**src/rtl/bnsqrt_pkg.sv**
```systemverilog
// Shared types, constants and helper functions for the bisection/Newton square root block.
// No dependencies; every other file in rtl/ imports this package.
`default_nettype none

package bnsqrt_pkg;

  localparam int unsigned OPERAND_W  = 32;
  localparam int unsigned ROOT_W     = 24;
  localparam int unsigned DIVISOR_W  = 64;
  localparam int unsigned BRACKET_W  = 32;

  localparam int unsigned DEF_BISECT_STEPS = 11;
  localparam int unsigned DEF_NEWTON_STEPS = 16;
  localparam int unsigned DEF_FRAC_BITS    = 16;

  localparam logic [ROOT_W-1:0] ROOT_MAX    = '1;
  localparam logic [7:0]        RATIO_NUM   = 8'd210;
  localparam int unsigned       RATIO_SHIFT = 8;
  localparam int unsigned       RATIO_W     = BRACKET_W + RATIO_SHIFT;

  // floor((r + q) / 2) without overflow
  function automatic logic [DIVISOR_W-1:0] newton_image(input logic [DIVISOR_W-1:0] r,
                                                        input logic [DIVISOR_W-1:0] q);
    return (r >> 1) + (q >> 1) + {{(DIVISOR_W-1){1'b0}}, r[0] & q[0]};
  endfunction

  function automatic logic [ROOT_W-1:0] sat_root(input logic [DIVISOR_W-1:0] v);
    return (v > DIVISOR_W'(ROOT_MAX)) ? ROOT_MAX : v[ROOT_W-1:0];
  endfunction

endpackage

`default_nettype wire

```
**src/rtl/bnsqrt_div.sv**
```systemverilog
// Serial restoring divider, one quotient bit per cycle, shared by every phase of the root search.
// Depends on bnsqrt_pkg for the divisor width.
`default_nettype none

module bnsqrt_div
  import bnsqrt_pkg::*;
#(
  parameter int unsigned DIVIDEND_W = OPERAND_W + DEF_FRAC_BITS
) (
  input  logic                  clk,
  input  logic                  rst_n,
  input  logic                  start,
  input  logic [DIVIDEND_W-1:0] dividend,
  input  logic [DIVISOR_W-1:0]  divisor,
  output logic                  done,
  output logic [DIVIDEND_W-1:0] quotient,
  output logic [DIVISOR_W-1:0]  remainder
);

  localparam int unsigned CNT_W = $clog2(DIVIDEND_W + 1);

  logic                  busy_r;
  logic                  done_r;
  logic [CNT_W-1:0]      cnt_r;
  logic [DIVIDEND_W-1:0] quo_r;
  logic [DIVISOR_W-1:0]  rem_r;
  logic [DIVISOR_W-1:0]  dsr_r;

  logic [DIVISOR_W:0] trial;
  logic [DIVISOR_W:0] diff;
  logic               fits;

  assign trial = {rem_r, quo_r[DIVIDEND_W-1]};
  assign diff  = trial - {1'b0, dsr_r};
  assign fits  = ~diff[DIVISOR_W];

  always_ff @(posedge clk) begin
    if (!rst_n) begin
      busy_r <= 1'b0;
      done_r <= 1'b0;
      cnt_r  <= '0;
    end else begin
      done_r <= 1'b0;
      if (start) begin
        busy_r <= 1'b1;
        cnt_r  <= CNT_W'(DIVIDEND_W);
        quo_r  <= dividend;
        rem_r  <= '0;
        dsr_r  <= divisor;
      end else if (busy_r) begin
        rem_r <= fits ? diff[DIVISOR_W-1:0] : trial[DIVISOR_W-1:0];
        quo_r <= {quo_r[DIVIDEND_W-2:0], fits};
        cnt_r <= cnt_r - CNT_W'(1);
        if (cnt_r == CNT_W'(1)) begin
          busy_r <= 1'b0;
          done_r <= 1'b1;
        end
      end
    end
  end

  assign done      = done_r;
  assign quotient  = quo_r;
  assign remainder = rem_r;

endmodule

`default_nettype wire

```
**config.mk**
```make
export PLATFORM = sky130hd
export DESIGN_NAME = bnsqrt_div
export DESIGN_NICKNAME = d
export VERILOG_FILES = /design/src/rtl/bnsqrt_pkg.sv /design/src/rtl/bnsqrt_div.sv
export SDC_FILE = /design/constraint.sdc
export NUM_CORES = 1
export LEC_CHECK = 0
export BUFFER_PORTS_ARGS = -buffer_cell sky130_fd_sc_hd__buf_4
export CORE_ASPECT_RATIO = 0.8
export CORE_MARGIN = 2
export CORE_UTILIZATION = 40
export DETAILED_ROUTE_END_ITERATION = 10
export SLEW_MARGIN = 20
export SYNTH_ARGS = -nofsm -noshare
export SYNTH_HDL_FRONTEND = slang
export SYNTH_SLANG_ARGS = --single-unit
export TNS_END_PERCENT = 20
```
**constraint.sdc**
```tcl
create_clock -name clk -period 6 [get_ports clk]
set_input_delay 1.2 -clock clk [delete_from_list [all_inputs] [get_ports clk]]
set_output_delay 1.2 -clock clk [all_outputs]
set_load 0.05 [all_outputs]
```
==> results.py <==
metrics = {
    "floorplanning": {
        "start_util_pct": 40.5,
        "io_pins": 228,
        "core_area_sq_um": 28100,
        "dieArea_sq_um": 29900,
        "die_height_microns": 155,
        "die_x_microns": 193,
        "rows": 55,
    },
    "drt": {
        "viasPerCell": 5.46,
        "wirelength_mm": 32.0,
        "vias": 9410,
        "ant_nets": 0,
        "drc": 0,
        "drtIter0Drc": 746,
        "wl_per_cell_microns": 18.6,
        "first_pass_iters": 6,
    },
    "cts": {
        "path_clk_slew_ns": 0.09,
        "clock_sinks": 184,
        "worstSkewPairLatency_ns": 0.46,
        "cts_resized": 0,
        "clockBufferDepth": 2,
        "cts_tree": "done",
        "ctsHtreeMaxLevel": 4,
        "numCtsBuffers": 17,
        "holdBufCountCts": 0,
        "root_buffer": "clkbuf_16",
        "post_cts_buffers": 0,
    },
    "timing": {
        "maxClockFrequency_mhz": 234,
        "tightest_slew_ns": 1.04,
        "setup_viol": 0,
        "slew_viol_final": 0,
        "grt_setup_unrepaired": "false",
        "clock_skew_ns": 0.0223,
        "maxSlewHeadroom_pct": 30.8,
        "hold_viol_final": 0,
        "setup_tns_ns": 0,
        "fin_crit_sh_pct": 71.3,
        "holdWs_ns": 0.507,
        "finalWorstPathRequiredPeriod_ns": 4.28,
    },
    "finish": {
        "nets": 1524,
        "final_cell_count_no_fill": 1725,
        "drive_gt1_share_pct": 24.6,
        "syn2layout_area_growth_pct": 22.7,
        "n_antenna_cell": 0,
    },
    "synth": {
        "syn_area_sq_um": 11400,
        "ys_top_cells_by_area": "edfxtp_1, ha_1, a21oi_1, nand2_1, mux2_2",
        "synth_edf_count": 176,
        "ys_warn_count": 0,
        "synth-seq-area-share_pct": 47.7,
        "syn_avg_cell_area_sq_um": 10.0,
        "ys.flop_type": "edfxtp_1",
        "synth_most_common_cell": "edfxtp_1",
        "ys_types": 71,
        "synth_fp_nets": 1323,
        "synth_top_area_cell": "edfxtp_1",
        "yosys_register_bits": 184,
        "syn_inst": 1141,
        "ys_top_cells_by_count": "edfxtp_1, nand2_1, a21oi_1",
        "synth_top_area_share_pct": 46.3,
        "async_flop_share_pct": 0,
    },
    "place": {
        "dp_cells": 1693,
        "dpl.hpwl_mm": 23.8,
        "io_buffers": 227,
        "place_congestion": 0.901,
    },
    "critical_path": {
        "crit_fanout": 27,
        "crit_chain": "ha_1, a21o_1, a21oi_1, a21boi_0, o21ai_0, a21oi_1, a21oi_1, a311oi_4, xor2_4, buf_4, a21oi_1, o21a_1",
        "crit_path_end_kind": "register",
        "cp_slowest_cell": "xor2_4",
        "worst-setup-path-type": "reg -> reg",
        "crit_arrival_ns": 4.49,
        "path_common_cell": "a21oi_1",
        "required_ns": 6.21,
        "startpoint_type": "register",
        "max_stage_delay_ns": 0.69,
    },
    "global_routing": {
        "grt_use_total_pct": 21.7,
        "grt_pass1_wl_mm": 50.4,
        "grt_max_degree": 72,
        "grt_pass1_vias": 9080,
        "gr-total-overflow": 0,
        "antenna_found_initial": 1,
    },
    "job": {
        "drv_cap": 0,
    },
    "pwr": {
        "p_leak_nw": 5.82,
        "power_density_nw_per_um2": 318,
        "ir_drop_mv": 0.223,
        "p_total_mw": 4.45,
    },
    "status": {
        "status": "finished clean",
    },
    "min_path": {
        "hold_path.class": "reg -> reg",
    },
}
power by group:
group          internal [mW]  switching, mW
combinational          0.578           1.04
sequential              1.56         0.0800
clock                  0.599          0.590
placed cells by master (no fill, tap or decap), types with 6 or more instances in the layout:
cell         n
edfxtp_1   176
o21ai_0     45
a21o_1      19
nand2_1    172
nor2b_1      9
o21bai_1    12
mux2_2      48
xnor2_1     30
a21boi_0     6
a31oi_1      6
inv_1       87
xor2_1      27
nand4_1     24
or3_1        8
a211oi_1     9
nor2_1      55
a21oi_1    146
nand2b_1     8
nand3_1     12
nor3_1      15
ha_1        66
o22ai_1      6
buf_4      235
clkbuf_16   17
dfxtp_1      8
o21a_1      10
worst paths after layout:
path,from,to,slack [ns],cells past startpoint
worst max-delay path,remainder[54],remainder[55],1.72,12
worst min-delay path,cnt_r[1],cnt_r[1],0.51,2
worst max register to register,remainder[54],remainder[55],1.72,12
worst min register to register,cnt_r[1],cnt_r[1],0.51,2
critical path: cells and delay by family, from the launching register on:
family                   cells  cell delay [ns]
XOR/XNOR                     1             0.69
AO/OA/AOI/OAI                9             2.02
buffers and inverters        1             0.43
adder cells (fa/ha/maj)      1             0.45
flip-flops                   1             0.42
logic make-up (layout without fill, tap and decap cells):
family                   count (synthesis)  in the layout  share of synthesized area (%)
adder cells (fa/ha/maj)                 67             67                           7.41
AND/OR/NAND/NOR                        331            331                           13.1
XOR/XNOR                                59             59                           4.66
flip-flops                             184            184                           47.7
multiplexers                            52             52                           5.09
AO/OA/AOI/OAI                          307            307                           16.7
buffers and inverters                  141            355                           5.24
layout make-up:
cell class | count | area, sq um
well taps | 370 | 463
clock inverters | 15 | 179
inverters | 88 | 330
multi-input cells | 816 | 5400
repair buffers | 235 | 1760
flip-flops and latches | 184 | 5450
fillers | 2602 | 14100
clock buffers | 17 | 425
through the flow:
step	area, sq um	setup WS, ns	utilization [%]
global route	14000	1.44	49.8
floorplan	11400	1.55	-
detailed placement	13400	1.79	47.6
finish	14000	1.72	49.8
global placement	13400	1.88	47.6
CTS	14000	1.75	49.8
routing by layer:
metal  up-vias  global-route usage [%]  wire length, microns
met5         -                       0                     0
met4         0                    5.20                   495
met3        30                    5.87                  2700
met2       344                    30.9                 13300
met1      4491                    32.5                 15500
li1       4545                       -                     -
registers in the layout, summed over array words and instances (netlist names):
| register | cells |
|---|---|
| dsr_r | 64 |
| cnt_r | 6 |
| busy_r | 1 |
| done | 1 |
| remainder | 64 |
| quotient | 48 |
(Power assumes the default switching activity.)
